==> config.mk <==
export PLATFORM = sky130hd
export DESIGN_NAME = ccae_div
export DESIGN_NICKNAME = d
export VERILOG_FILES = /design/src/constant_curvature_arc_endpoint_assert.svh /design/src/ccae_pkg.sv /design/src/ccae_div.sv
export SDC_FILE = /design/constraint.sdc
export NUM_CORES = 2
export LEC_CHECK = 0
export ABC_CLOCK_PERIOD_IN_PS = 9750
export BUFFER_PORTS_ARGS = -buffer_cell sky130_fd_sc_hd__buf_2
export CAP_MARGIN = 10
export CORE_MARGIN = 1
export CORE_UTILIZATION = 63
export DETAILED_ROUTE_END_ITERATION = 16
export PLACE_DENSITY = 0.79
export SETUP_SLACK_MARGIN = 0.3
export SYNTH_ARGS = -nofsm -noshare
export SYNTH_HDL_FRONTEND = slang
export SYNTH_SLANG_ARGS = --single-unit
==> constraint.sdc <==
create_clock -name clk -period 9.75 [get_ports clk]
set_input_delay 2.4375 -clock clk [delete_from_list [all_inputs] [get_ports clk]]
set_output_delay 2.4375 -clock clk [all_outputs]
set_load 0.05 [all_outputs]
==> src/constant_curvature_arc_endpoint_assert.svh <==
// Assertion macros for the constant-curvature arc endpoint block.
`ifndef CONSTANT_CURVATURE_ARC_ENDPOINT_ASSERT_SVH
`define CONSTANT_CURVATURE_ARC_ENDPOINT_ASSERT_SVH

// Implication checked in the following cycle.
`define CCAE_ASSERT_NEXT(lbl, ante, cons) \
    lbl: assert property (@(posedge clk) disable iff (!rst_n) (ante) |=> (cons)) \
        else $error("pipeline assertion failed");

// Implication checked in the same cycle.
`define CCAE_ASSERT_SAME(lbl, ante, cons) \
    lbl: assert property (@(posedge clk) disable iff (!rst_n) (ante) |-> (cons)) \
        else $error("pipeline assertion failed");

`endif

==> src/ccae_pkg.sv <==
// Package with beat types, constants and the CORDIC angle table of the arc endpoint block.
package ccae_pkg;

    localparam int CORDIC_STAGES = 16;
    localparam int CORDIC_N = (CORDIC_STAGES > 32) ? 32 : CORDIC_STAGES;
    localparam int DIV_BITS = 34;
    localparam int DEN_W = 24;

    localparam logic [29:0] INV_2PI_Q32 = 30'd683565276;
    localparam logic [55:0] SMALL_P = 56'd17179869;
    localparam logic [15:0] RECIP_SIX = 16'd43691;
    localparam logic signed [32:0] CORDIC_X0 = 33'sd652032874;

    typedef struct packed {
        logic signed [31:0] start_x;
        logic signed [31:0] start_y;
        logic [15:0]        start_heading;
        logic signed [23:0] curvature;
        logic [31:0]        arc_length;
    } arc_t;

    typedef struct packed {
        logic signed [31:0] end_x;
        logic signed [31:0] end_y;
        logic [15:0]        end_heading;
    } result_t;

    function automatic logic [29:0] turn_atan(input logic [4:0] idx);
        logic [29:0] r;
        unique case (idx)
            5'd0:  r = 30'd536870912;
            5'd1:  r = 30'd316933406;
            5'd2:  r = 30'd167458907;
            5'd3:  r = 30'd85004756;
            5'd4:  r = 30'd42667331;
            5'd5:  r = 30'd21354465;
            5'd6:  r = 30'd10679838;
            5'd7:  r = 30'd5340245;
            5'd8:  r = 30'd2670163;
            5'd9:  r = 30'd1335087;
            5'd10: r = 30'd667544;
            5'd11: r = 30'd333772;
            5'd12: r = 30'd166886;
            5'd13: r = 30'd83443;
            5'd14: r = 30'd41722;
            5'd15: r = 30'd20861;
            5'd16: r = 30'd10430;
            5'd17: r = 30'd5215;
            5'd18: r = 30'd2608;
            5'd19: r = 30'd1304;
            5'd20: r = 30'd652;
            5'd21: r = 30'd326;
            5'd22: r = 30'd163;
            5'd23: r = 30'd81;
            5'd24: r = 30'd41;
            5'd25: r = 30'd20;
            5'd26: r = 30'd10;
            5'd27: r = 30'd5;
            5'd28: r = 30'd3;
            5'd29: r = 30'd1;
            5'd30: r = 30'd1;
            default: r = 30'd0;
        endcase
        return r;
    endfunction

endpackage

==> src/ccae_div.sv <==
// Pipelined restoring divider, one quotient bit per stage, unsigned operands.
module ccae_div
    import ccae_pkg::*;
(
    input  logic                clk,
    input  logic                en,
    input  logic [DIV_BITS-1:0] num,
    input  logic [DEN_W-1:0]    den,
    output logic [DIV_BITS-1:0] quo
);

    logic [DEN_W-1:0]    rem_reg [0:DIV_BITS-1];
    logic [DIV_BITS-1:0] nq_reg  [0:DIV_BITS-1];
    logic [DEN_W-1:0]    den_reg [0:DIV_BITS-1];

    for (genvar j = 0; j < DIV_BITS; j++)
    begin : g_step
        logic [DEN_W-1:0]    rem_prev;
        logic [DIV_BITS-1:0] nq_prev;
        logic [DEN_W-1:0]    den_prev;
        logic [DEN_W:0]      trial;
        logic [DEN_W:0]      diff;
        logic                ge;

        if (j == 0)
        begin : g_first
            assign rem_prev = '0;
            assign nq_prev  = num;
            assign den_prev = den;
        end
        else
        begin : g_next
            assign rem_prev = rem_reg[j-1];
            assign nq_prev  = nq_reg[j-1];
            assign den_prev = den_reg[j-1];
        end

        assign trial = {rem_prev, nq_prev[DIV_BITS-1]};
        assign diff  = trial - {1'b0, den_prev};
        assign ge    = trial >= {1'b0, den_prev};

        always_ff @(posedge clk)
        begin
            if (en)
            begin
                rem_reg[j] <= ge ? diff[DEN_W-1:0] : trial[DEN_W-1:0];
                nq_reg[j]  <= {nq_prev[DIV_BITS-2:0], ge};
                den_reg[j] <= den_prev;
            end
        end
    end

    assign quo = nq_reg[DIV_BITS-1];

endmodule

Word-level counts from Yosys, hierarchy flattened
Memories as Yosys holds them, arrays and structs flattened. Cells that the tools add are included.

Memories kept: 3. Output and inout port bits: 34. Input bits: 60. Memory bits (writable): 2788. Register bits: 0.

$lt $le $gt $ge: 34. Add/subtract/negate cells: 34. Multiplexer cells: 36.

Memory list: nq_reg (depth 34, bits a word 34, read ports 34, clocked after memory_dff 0, wr ports 34, line ccae_div.sv:13) `logic [DIV_BITS-1:0] nq_reg [0:DIV_BITS-1];`; den_reg (depth 34, bits a word 24, read ports 33, clocked after memory_dff 0, wr ports 34, line ccae_div.sv:14) `logic [DEN_W-1:0] den_reg [0:DIV_BITS-1];`; rem_reg (depth 34, bits a word 24, read ports 33, clocked after memory_dff 0, wr ports 34, line ccae_div.sv:12) `logic [DEN_W-1:0] rem_reg [0:DIV_BITS-1];`.

Operators by type and width (number): >= comparator 25 x 24 -> 1 bit (33); 2-to-1 mux 24 bit (34); subtractor 24 bit (33); >= comparator 1 x 24 -> 1 bit (1); subtractor 1 x 24 -> 24 bit (1); 2-to-1 mux 1 bit (2).

Depth between registers and ports, before layout
An unclocked memory read counts as a cell.

Depth in word-level cells: 3. Depth in mapped cells: 15.

Least setup slack after synthesis
OpenSTA, ideal clock, no wires.

Path type: input to register. From: input port num[33]. To: memory rem_reg[0][0], data pin. Arrival time: 3.894 ns. Stages on the path: 9. Setup slack: 5.590 ns. Library setup time: 0.266 ns. Buffers on the path: 2. Cell sequence: inv_1 ha_1 clkbuf_1 inv_1 ha_1 a21oi_1 nor3b_1 clkbuf_1 mux2i_1.

RTL lines: from (decl) (line ccae_div.sv:7) `input logic [DIV_BITS-1:0] num,`; to (decl) (line ccae_div.sv:12).

==> flow_summary.json <==
{
  "outcome": "completed",
  "routedWlPerCell_um": 20.0,
  "cpLargestDelayFamily": "simple AND/OR/NAND/NOR gates",
  "cts_hold_buffers": 0,
  "power_density_nw_per_um2": 329,
  "slowest_stage": "nor3_1",
  "synth.distinct_cells": 93,
  "antenna_left": 0,
  "synth_area_sq_um": 131000,
  "drive_gt1_share_pct": 9.54,
  "peakVddDrop_mv": 0.239,
  "grt_max_degree": 186,
  "overflow": 0,
  "final_nets": 11140,
  "clock_skew_ps": 66.2,
  "cts_resized": 0,
  "hold_class": "reg -> reg",
  "portBuffers": 93,
  "largest_register_ffs": 1156,
  "synthArstFlopShare_pct": 0,
  "ctsLongestPathBuffers": 4,
  "max_freq_ghz": 0.200,
  "crit_chain": "buf_2, nor4_1, nand3_1, nor3_1, nor3b_4, a21boi_0",
  "ys_top_cells_by_count": "2740 x edfxtp_1, 1000 x inv_1, 794 x ha_1",
  "clk_pin_slew_worst_paths_ps": 60,
  "dp_hpwl_um": 183000,
  "rsz0062_at_grt": "false",
  "initial_core_util_pct": 63.7,
  "design_area_sq_um": 144000,
  "syn_area_per_cell_sq_um": 13.1,
  "synth_edf_count": 2740,
  "slew_headroom_pct": 25.6,
  "synth_area_leaders": "edfxtp_1 63%, ha_1 7.6%, mux2_2 3.0%",
  "timing.final.crit_share_pct": 51.4,
  "path_max_fanout": 25,
  "dr_wl_met2_um": 130000,
  "drv_slew": 0,
  "post-cts-setup-buffer-count": 0,
  "hold_viol_final": 0,
  "dr.pass1.iters": 8,
  "ys_warn_count": 0,
  "cts_tree": "yes",
  "via_count": 78181,
  "clock_sinks": 2740,
  "n_fill_cell": 13923,
  "crit_arrival_ps": 5740,
  "wl_um": 263000,
  "drtIter0Drc": 6659,
  "synth_fp_nets": 10880,
  "critPathBufInv": 1,
  "routed.top_layer": "met4",
  "die_h_um": 458,
  "dieArea_sq_um": 209000,
  "clkLatencyLatePin_ps": 940,
  "grt.total_usage_pct": 24.9,
  "p_leak_nw": 56.9,
  "place_area_sq_um": 135000,
  "yosysTopAreaCell": "edfxtp_1",
  "core_area_sq_um": 205000,
  "end_kind": "flip-flop",
  "synth.most_common_cell": "edfxtp_1",
  "htreeDepth": 5,
  "synth_top_area_share_pct": 62.9,
  "finalSetupTns_ps": 0,
  "setup_viol": 0,
  "wl_met1_um": 112000,
  "grt_pass1_vias": 76802,
  "via_per_inst": 5.94,
  "antenna_found_initial": 6,
  "root_buffer": "clkbuf_16",
  "worst_slew_pin_slew_ps": 1090,
  "rows": 166,
  "critPathLaunchType": "input pin",
  "synth_ff_type": "edfxtp_1",
  "io-pin-count": 94,
  "routabilityCongestion": 0.918,
  "route.met3.wl_um": 12600,
  "crit_type": "in -> reg",
  "drv_cap": 0,
  "slowest_delay_ps": 930,
  "post-route-min-period_ps": 5010,
  "netlist_instances": 9994,
  "die_w_um": 458,
  "areaGrowthSynthToFinish_pct": 10.1,
  "drc": 0,
  "ys_seq_elements": 2740,
  "grt_pass1_wl_um": 413000,
  "yosysSeqAreaShare_pct": 62.9,
  "cts-buffers-inserted": 298,
  "required_ps": 10480
}
## per-layer routing
layer  track usage (%)  up-vias
li1                  -    37478
met1              33.1    38020
met2              42.5     2160
met3              3.07      523
met4              8.10        0
met5                 0        -
## layout by cell type, fill, tap and decap left out, types with 42 or more instances in the layout
cell type / Yosys / final
clkbuf_16: 0 / 305
o21ai_0: 557 / 556
xor2_1: 241 / 241
xnor2_1: 362 / 362
ha_1: 794 / 794
a211oi_1: 61 / 61
nand3_1: 136 / 136
o21bai_1: 75 / 75
nand2b_1: 104 / 104
o21a_1: 126 / 126
nand2_1: 597 / 597
o31ai_1: 65 / 64
nor2_1: 551 / 551
buf_2: 15 / 92
mux2_2: 349 / 349
nand4_1: 112 / 112
edfxtp_1: 2740 / 2740
a21o_1: 316 / 316
and3_1: 58 / 58
a31oi_1: 67 / 67
inv_1: 1000 / 1000
clkinv_1: 0 / 59
a21boi_0: 47 / 47
clkinv_2: 0 / 42
a21oi_1: 679 / 678
clkbuf_1: 152 / 47
buf_4: 9 / 42
nor3_1: 100 / 100
nor2b_1: 136 / 136
## final timing paths
kind / startpoint / endpoint / slack (ps) / depth (start not counted)
worst max-delay path: den[7] / rem_reg[0][4] / 4740 / 6
worst min-delay path: nq_reg[10][2] / nq_reg[11][3] / 360 / 0
worst max register to register: den_reg[5][1] / rem_reg[6][3] / 4830 / 12
worst min register to register: nq_reg[10][2] / nq_reg[11][3] / 360 / 0
## layout make-up
type / instances / area [sq um] / area share (%)
antenna: 1 / 2.50 / 0.00174
clock buffer: 352 / 7810 / 5.42
clock inverter: 160 / 1520 / 1.06
inverter: 1000 / 3750 / 2.61
multi-input combinational: 6063 / 44100 / 30.6
sequential: 2740 / 82300 / 57.2
tap: 2688 / 3360 / 2.34
timing repair buffer: 151 / 1140 / 0.791
## power by group
group	total, mW	internal, mW	switching [mW]
clock network	10.9	6.42	4.44
logic	18.5	8.15	10.3
registers	18.0	16.5	1.46
total	47.3	31.1	16.2
## per-stage QoR
step                      hold WS, ps  power, mW  setup WS, ps  utilization (%)  cells
after floorplan                   400       31.6          5590                -   9994
after global placement            400       35.7          3890             65.5  12639
after detailed placement          405       36.3          3600             65.5  12639
after CTS                         351       47.4          4510             70.0  13151
after global routing              362       50.1          4420             70.1  13155
final                             360       47.3          4740             70.1  13155
## logic make-up (layout without fill, tap and decap cells)
family / Yosys count / in the layout / synth area share (%)
buffers and inverters: 1191 / 1663 / 3.48
AND/OR/NAND/NOR: 1949 / 1949 / 6.98
flip-flops: 2740 / 2740 / 62.9
AO/OA/AOI/OAI: 2281 / 2281 / 11.0
other: 0 / 1 / 0
adder cells (fa/ha/maj): 826 / 826 / 8.09
multiplexers: 404 / 404 / 3.49
XOR/XNOR: 603 / 603 / 4.04
No activity file was read; power rests on OpenSTA's default activity.
