==> src/constant_curvature_arc_endpoint_assert.svh <==
// Assertion macros for the constant-curvature arc endpoint block.
`ifndef CONSTANT_CURVATURE_ARC_ENDPOINT_ASSERT_SVH
`define CONSTANT_CURVATURE_ARC_ENDPOINT_ASSERT_SVH

// Implication checked in the following cycle.
`define CCAE_ASSERT_NEXT(lbl, ante, cons) \
    lbl: assert property (@(posedge clk) disable iff (!rst_n) (ante) |=> (cons)) \
        else $error("pipeline assertion failed");

// Implication checked in the same cycle.
`define CCAE_ASSERT_SAME(lbl, ante, cons) \
    lbl: assert property (@(posedge clk) disable iff (!rst_n) (ante) |-> (cons)) \
        else $error("pipeline assertion failed");

`endif

==> src/ccae_pkg.sv <==
// Package with beat types, constants and the CORDIC angle table of the arc endpoint block.
package ccae_pkg;

    localparam int CORDIC_STAGES = 16;
    localparam int CORDIC_N = (CORDIC_STAGES > 32) ? 32 : CORDIC_STAGES;
    localparam int DIV_BITS = 34;
    localparam int DEN_W = 24;

    localparam logic [29:0] INV_2PI_Q32 = 30'd683565276;
    localparam logic [55:0] SMALL_P = 56'd17179869;
    localparam logic [15:0] RECIP_SIX = 16'd43691;
    localparam logic signed [32:0] CORDIC_X0 = 33'sd652032874;

    typedef struct packed {
        logic signed [31:0] start_x;
        logic signed [31:0] start_y;
        logic [15:0]        start_heading;
        logic signed [23:0] curvature;
        logic [31:0]        arc_length;
    } arc_t;

    typedef struct packed {
        logic signed [31:0] end_x;
        logic signed [31:0] end_y;
        logic [15:0]        end_heading;
    } result_t;

    function automatic logic [29:0] turn_atan(input logic [4:0] idx);
        logic [29:0] r;
        unique case (idx)
            5'd0:  r = 30'd536870912;
            5'd1:  r = 30'd316933406;
            5'd2:  r = 30'd167458907;
            5'd3:  r = 30'd85004756;
            5'd4:  r = 30'd42667331;
            5'd5:  r = 30'd21354465;
            5'd6:  r = 30'd10679838;
            5'd7:  r = 30'd5340245;
            5'd8:  r = 30'd2670163;
            5'd9:  r = 30'd1335087;
            5'd10: r = 30'd667544;
            5'd11: r = 30'd333772;
            5'd12: r = 30'd166886;
            5'd13: r = 30'd83443;
            5'd14: r = 30'd41722;
            5'd15: r = 30'd20861;
            5'd16: r = 30'd10430;
            5'd17: r = 30'd5215;
            5'd18: r = 30'd2608;
            5'd19: r = 30'd1304;
            5'd20: r = 30'd652;
            5'd21: r = 30'd326;
            5'd22: r = 30'd163;
            5'd23: r = 30'd81;
            5'd24: r = 30'd41;
            5'd25: r = 30'd20;
            5'd26: r = 30'd10;
            5'd27: r = 30'd5;
            5'd28: r = 30'd3;
            5'd29: r = 30'd1;
            5'd30: r = 30'd1;
            default: r = 30'd0;
        endcase
        return r;
    endfunction

endpackage

==> src/ccae_cordic.sv <==
// Pipelined rotation-mode CORDIC giving clamped Q30 cosine and sine of a turn angle.
module ccae_cordic
    import ccae_pkg::*;
(
    input  logic               clk,
    input  logic               en,
    input  logic [31:0]        ang,
    output logic signed [31:0] cos_q30,
    output logic signed [31:0] sin_q30
);

    logic signed [32:0] x_reg [0:CORDIC_N];
    logic signed [32:0] y_reg [0:CORDIC_N];
    logic signed [33:0] z_reg [0:CORDIC_N];
    logic               flip_reg [0:CORDIC_N];

    logic [31:0]        ang_rot;
    logic               flip;
    logic [31:0]        ang_fold;
    logic signed [32:0] x_out;
    logic signed [32:0] y_out;

    assign ang_rot  = ang + 32'h4000_0000;
    assign flip     = ang_rot[31];
    assign ang_fold = flip ? ang + 32'h8000_0000 : ang;

    always_ff @(posedge clk)
    begin
        if (en)
        begin
            x_reg[0]    <= CORDIC_X0;
            y_reg[0]    <= '0;
            z_reg[0]    <= $signed({{2{ang_fold[31]}}, ang_fold});
            flip_reg[0] <= flip;
        end
    end

    for (genvar i = 1; i <= CORDIC_N; i++)
    begin : g_iter
        logic signed [32:0] xs;
        logic signed [32:0] ys;
        logic signed [33:0] at;

        assign xs = x_reg[i-1] >>> (i - 1);
        assign ys = y_reg[i-1] >>> (i - 1);
        assign at = $signed({4'b0000, turn_atan(5'(i - 1))});

        always_ff @(posedge clk)
        begin
            if (en)
            begin
                if (z_reg[i-1] >= 0)
                begin
                    x_reg[i] <= x_reg[i-1] - ys;
                    y_reg[i] <= y_reg[i-1] + xs;
                    z_reg[i] <= z_reg[i-1] - at;
                end
                else
                begin
                    x_reg[i] <= x_reg[i-1] + ys;
                    y_reg[i] <= y_reg[i-1] - xs;
                    z_reg[i] <= z_reg[i-1] + at;
                end
                flip_reg[i] <= flip_reg[i-1];
            end
        end
    end

    assign x_out = flip_reg[CORDIC_N] ? -x_reg[CORDIC_N] : x_reg[CORDIC_N];
    assign y_out = flip_reg[CORDIC_N] ? -y_reg[CORDIC_N] : y_reg[CORDIC_N];

    always_comb
    begin
        if (x_out > 33'sd1073741824)
            cos_q30 = 32'sd1073741824;
        else if (x_out < -33'sd1073741824)
            cos_q30 = -32'sd1073741824;
        else
            cos_q30 = x_out[31:0];

        if (y_out > 33'sd1073741824)
            sin_q30 = 32'sd1073741824;
        else if (y_out < -33'sd1073741824)
            sin_q30 = -32'sd1073741824;
        else
            sin_q30 = y_out[31:0];
    end

endmodule

==> config.mk <==
export PLATFORM = sky130hd
export DESIGN_NAME = ccae_cordic
export DESIGN_NICKNAME = d
export VERILOG_FILES = /design/src/constant_curvature_arc_endpoint_assert.svh /design/src/ccae_pkg.sv /design/src/ccae_cordic.sv
export SDC_FILE = /design/constraint.sdc
export NUM_CORES = 2
export LEC_CHECK = 0
export ABC_CLOCK_PERIOD_IN_PS = 9050
export BUFFER_PORTS_ARGS = -buffer_cell sky130_fd_sc_hd__buf_2
export CAP_MARGIN = 5
export CORE_ASPECT_RATIO = 0.7
export CORE_MARGIN = 3
export CORE_UTILIZATION = 50
export DETAILED_ROUTE_END_ITERATION = 7
export PLACE_DENSITY = 0.67
export SETUP_SLACK_MARGIN = 0.2
export SYNTH_ARGS = -nofsm -noshare
export SYNTH_HDL_FRONTEND = slang
export SYNTH_SLANG_ARGS = --single-unit
==> constraint.sdc <==
create_clock -name clk -period 9.05 [get_ports clk]
set_input_delay 1.81 -clock clk [delete_from_list [all_inputs] [get_ports clk]]
set_output_delay 1.81 -clock clk [all_outputs]
set_load 0.02 [all_outputs]
### Word level (Yosys, flattened, before mapping)

Memory sizes are Yosys's and may differ from the RTL's.
Cells that the tools add are included.

* output and inout bits: 64
* word-level logic and storage cells: 324
* memories: 4
* RAM bits: 1717
* input bits: 34
* memory bits (read-only): 0
* bits in registers: 0
* latch bits: 0

* shift-type cells: 0
* $mul: 0
* reductions and logical operators: 0
* div/mod/pow operators: 0
* mux-type cells: 153
* eq/ne operators: 0
* add/subtract/negate cells: 99
* bitwise gates (word level): 48
* magnitude comparators: 20

Memory list
* z_reg: depth 17, bits a word 34, rd ports 16, clocked after memory_dff 0, write ports 17, line ccae_cordic.sv:14 `logic signed [33:0] z_reg [0:CORDIC_N];`
* x_reg: depth 17, bits a word 33, rd ports 17, clocked after memory_dff 0, write ports 17, line ccae_cordic.sv:12 `logic signed [32:0] x_reg [0:CORDIC_N];`
* y_reg: depth 17, bits a word 33, rd ports 17, clocked after memory_dff 0, write ports 17, line ccae_cordic.sv:13 `logic signed [32:0] y_reg [0:CORDIC_N];`
* flip_reg: depth 17, bits a word 1, rd ports 17, clocked after memory_dff 0, write ports 17, line ccae_cordic.sv:15 `logic flip_reg [0:CORDIC_N];`

Operators with widths (number)
* 2-to-1 mux 33 bit: 34
* greater-or-equal comparator 34 x 1 -> 1 bit, second input constant: 16
* 2-to-1 mux 34 bit: 16
* 2-to-1 mux 32 bit: 5
* 2-to-1 mux 1 bit: 98
* adder 33 x 18 -> 33 bit: 2
* adder 33 x 19 -> 33 bit: 2
* adder 33 x 20 -> 33 bit: 2
* adder 33 x 21 -> 33 bit: 2
* adder 33 x 22 -> 33 bit: 2
* adder 33 x 23 -> 33 bit: 2
* adder 33 x 24 -> 33 bit: 2
* adder 33 x 25 -> 33 bit: 2
* adder 33 x 26 -> 33 bit: 2
* adder 33 x 27 -> 33 bit: 2
* adder 33 x 28 -> 33 bit: 2
* adder 33 x 29 -> 33 bit: 2
* adder 33 x 30 -> 33 bit: 2
* adder 33 x 31 -> 33 bit: 2
* adder 33 x 32 -> 33 bit: 2
* > comparator 33 x 32 -> 1 bit, second input constant: 2
* < comparator 33 x 31 -> 1 bit, second input constant: 2
* negator 33 bit: 2
* subtractor 33 x 18 -> 33 bit: 2
* other kinds (51): 113

### Longest topological paths before layout

An unclocked memory read counts as a cell.

* depth after elaboration: 6
* depth in mapped cells: 26
* gate-level depth less buffers: 22

### Worst setup path before layout

No wires, ideal clock.

* kind: in2reg
* start: in en
* end: mem z_reg[3][27] (data pin)
* setup slack: 1898 ps
* buffers on the path: 9
* data required time: 8787 ps
* setup time: 263 ps
* stages: 24
* arrival: 6889 ps
* cell sequence: buf_2 -> and2_1 -> buf_2 -> inv_2 -> buf_2 -> buf_2 -> buf_2 -> clkbuf_1 -> clkbuf_1 -> buf_1 -> clkbuf_1 -> ha_1 -> a21o_1 -> a21oi_1 -> o31a_1 -> o311a_1 -> a21oi_1 -> or2_1 -> a31oi_1 -> a211oi_1 -> a221o_1 -> a41oi_1 -> o2bb2ai_1 -> xor2_1

RTL lines
* from (decl): line ccae_cordic.sv:6 `input logic en,`
* to (decl): line ccae_cordic.sv:14

==> reports/metrics.yaml <==
logic_synthesis:
  yosys.area_share.simple: 0.142
  async_flop_share: 0
  synthXorXnorAreaFrac: 0.134
  synthAdderAreaFrac: 0.134
  ys_seq_elements: 1491
  synth_top_family_by_area: "compound AO/OA/AOI/OAI gates"
  synth_cells: 13400
  synth-main-ff-cell: "edfxtp_1"
  synth-warning-count: 0
  ys_types: 115
  synth_nets: 14700
  synth_edf_count: 1491
  yosysSeqAreaShare: 0.356
  synth_mux_area_frac: 0.00828
  synth.avg_cell_area_um2: 9.39
  synth_compound_gate_area_share: 0.199
  syn_area_um2: 126000
grt:
  grt_pass1_vias: 95700
  grt.overflow.total: 0
  grt_pass1_wl_mm: 540
  grt_start_max_net_pins: 141
  track_usage: 0.260
  antenna_found_initial: 13
worst_setup_path:
  path_class: "input pin to flop"
  crit_path_start_kind: "input pin"
  required_ns: 9.69
  crit_path_end_kind: "flop"
  arrival_ns: 7.92
  crit_fanout: 140
cells_and_area:
  multi_input_area_um2: 77600
  largest_reg_flops: 508
  area_growth_syn_to_layout_pct: 7.57
  num-fill-cells: 22000
  fin_nets: 14700
  drive_gt1_frac: 0.0458
  seq_area_um2: 44800
timing:
  fmax_ghz: 0.137
  period_needed_ns: 7.28
  hold_violations: 0
  finalCritPeriodShare: 0.805
  tns_ns: 0
  drv_slew: 0
  slew_headroom: 0.107
  finClkSkew_ns: 0.0585
  rsz0062_at_grt: "no"
  worst_pin_slew_ns: 1.33
  setup_viol_count_final: 0
placed_design:
  dp_hpwl_mm: 272
  place_congestion: 0.983
  port_buffers: 97
cts:
  htree_levels: 4
  clock-root-buffer: "clkbuf_16"
  numCtsBuffers: 172
  postCtsHoldBufs: 0
  post_cts_buffers: 0
  clock_path_buffers: 4
  clock_latency_ns: 0.86
  cts_resized: 0
  clkTransAtPathRegs_ns: 0.06
  clock-sinks: 1491
  cts_tree: "yes"
routing:
  drc: 1
  vias: 103000
  drt-initial-drc-count: 11000
  ant_nets: 0
  drt-pass1-iter-count: 8
  vias_per_cell: 6.11
  wire_per_inst_um: 20.5
  totalWireLength_mm: 346
outcome:
  outcome: "finished with violations"
  violations: "design-rule violations"
floorplan:
  dieArea_um2: 258000
  core_area_um2: 249000
  pin_count: 98
  die_w_um: 606
  initial_utilization: 0.505
  fp.dieH_um: 426
  std_cell_rows: 153
hold_path:
  hold_class: "flop to flop"
flow_run:
  maxCapViolCount: 0
[metal layers]
metal	up-vias	part of all wire	global-route usage
met2	3922	0.39	0.365
met4	4	0.021	0.0574
met3	448	0.095	0.0571
met5	-	0.000078	0
met1	49100	0.49	0.403
li1	49500	-	-
[synthesized netlist by cell type, types with 160 or more instances]
| cell | n | area share |
|---|---|---|
| o21a_1 | 193 | 0.012 |
| xor2_1 | 603 | 0.042 |
| inv_1 | 557 | 0.017 |
| o21ai_0 | 781 | 0.031 |
| nor3_1 | 321 | 0.013 |
| edfxtp_1 | 1491 | 0.36 |
| nor2b_1 | 160 | 0.0080 |
| clkbuf_1 | 256 | 0.0076 |
| xnor2_1 | 1327 | 0.092 |
| a21oi_1 | 1300 | 0.052 |
| nand2_1 | 892 | 0.027 |
| nand3_1 | 277 | 0.011 |
| ha_1 | 1267 | 0.13 |
| nor2_1 | 1108 | 0.033 |
| nand2b_1 | 217 | 0.011 |
| a21o_1 | 520 | 0.031 |
[placed cells by master, fill, tap and decap left out, types with 160 or more instances in the layout]
cell type,count
clkbuf_16,177
o21a_1,193
inv_1,554
o21ai_0,781
xnor2_1,1327
nor2b_1,160
nor2_1,1108
xor2_1,603
edfxtp_1,1491
nor3_1,321
ha_1,1267
nand2b_1,217
nand3_1,277
a21o_1,520
nand2_1,890
a21oi_1,1300
[final timing paths]
check / startpoint / endpoint / slack (ns) / cells past startpoint
max: en / y_reg[8][30] / 1.77 / 19
max reg2reg: y_reg[9][11] / x_reg[10][31] / 2.75 / 19
min: z_reg[0][4] / z_reg[1][4] / 0.42 / 0
min reg2reg: z_reg[0][4] / z_reg[1][4] / 0.42 / 0
[cell families after synthesis]
logic type,count (synthesis)
compound gates,3950
xor+xnor,1930
fa+ha+maj,1324
buf+inv,914
flops,1491
mux,99
simple gates,3700
[critical path: stages]
cell	delay, ns
buf_12	0.26
buf_12	0.64
and2_2	0.30
buf_4	0.78
nor2_1	0.15
xnor2_1	0.18
ha_1	0.37
nand2_1	0.09
nor2_1	0.23
o2111ai_1	0.15
and3_1	0.24
a21oi_1	0.49
a41oi_1	0.33
a21oi_1	0.40
a311oi_1	0.19
nor3_1	0.47
and2_1	0.22
o21ai_0	0.09
a221oi_1	0.29
[area by class of cell]
| class | instances | share of cell area |
|---|---|---|
| Sequential cell | 1491 | 0.331 |
| Tap cell | 3332 | 0.0308 |
| Clock inverter | 98 | 0.00834 |
| Antenna cell | 4 | 0.0000739 |
| Clock buffer | 201 | 0.0334 |
| Inverter | 564 | 0.0156 |
| Timing Repair Buffer | 166 | 0.00780 |
| Multi-Input combinational cell | 11000 | 0.573 |
[stage by stage]
stage                     hold slack, ns  instance area (um^2)   util  instances  setup slack, ns
after floorplan                    0.400                126000      -      13400             1.90
after global placement             0.402                130000  0.520      16600             1.20
after detailed placement           0.405                130000  0.520      16600             1.10
after CTS                          0.407                135000  0.543      16900             1.97
after global routing               0.423                135000  0.543      16900             1.37
final                              0.418                135000  0.543      16900             1.77
Power is not shown: default switching activity piles up to over one toggle a cycle in this logic, so the estimate is an artifact.
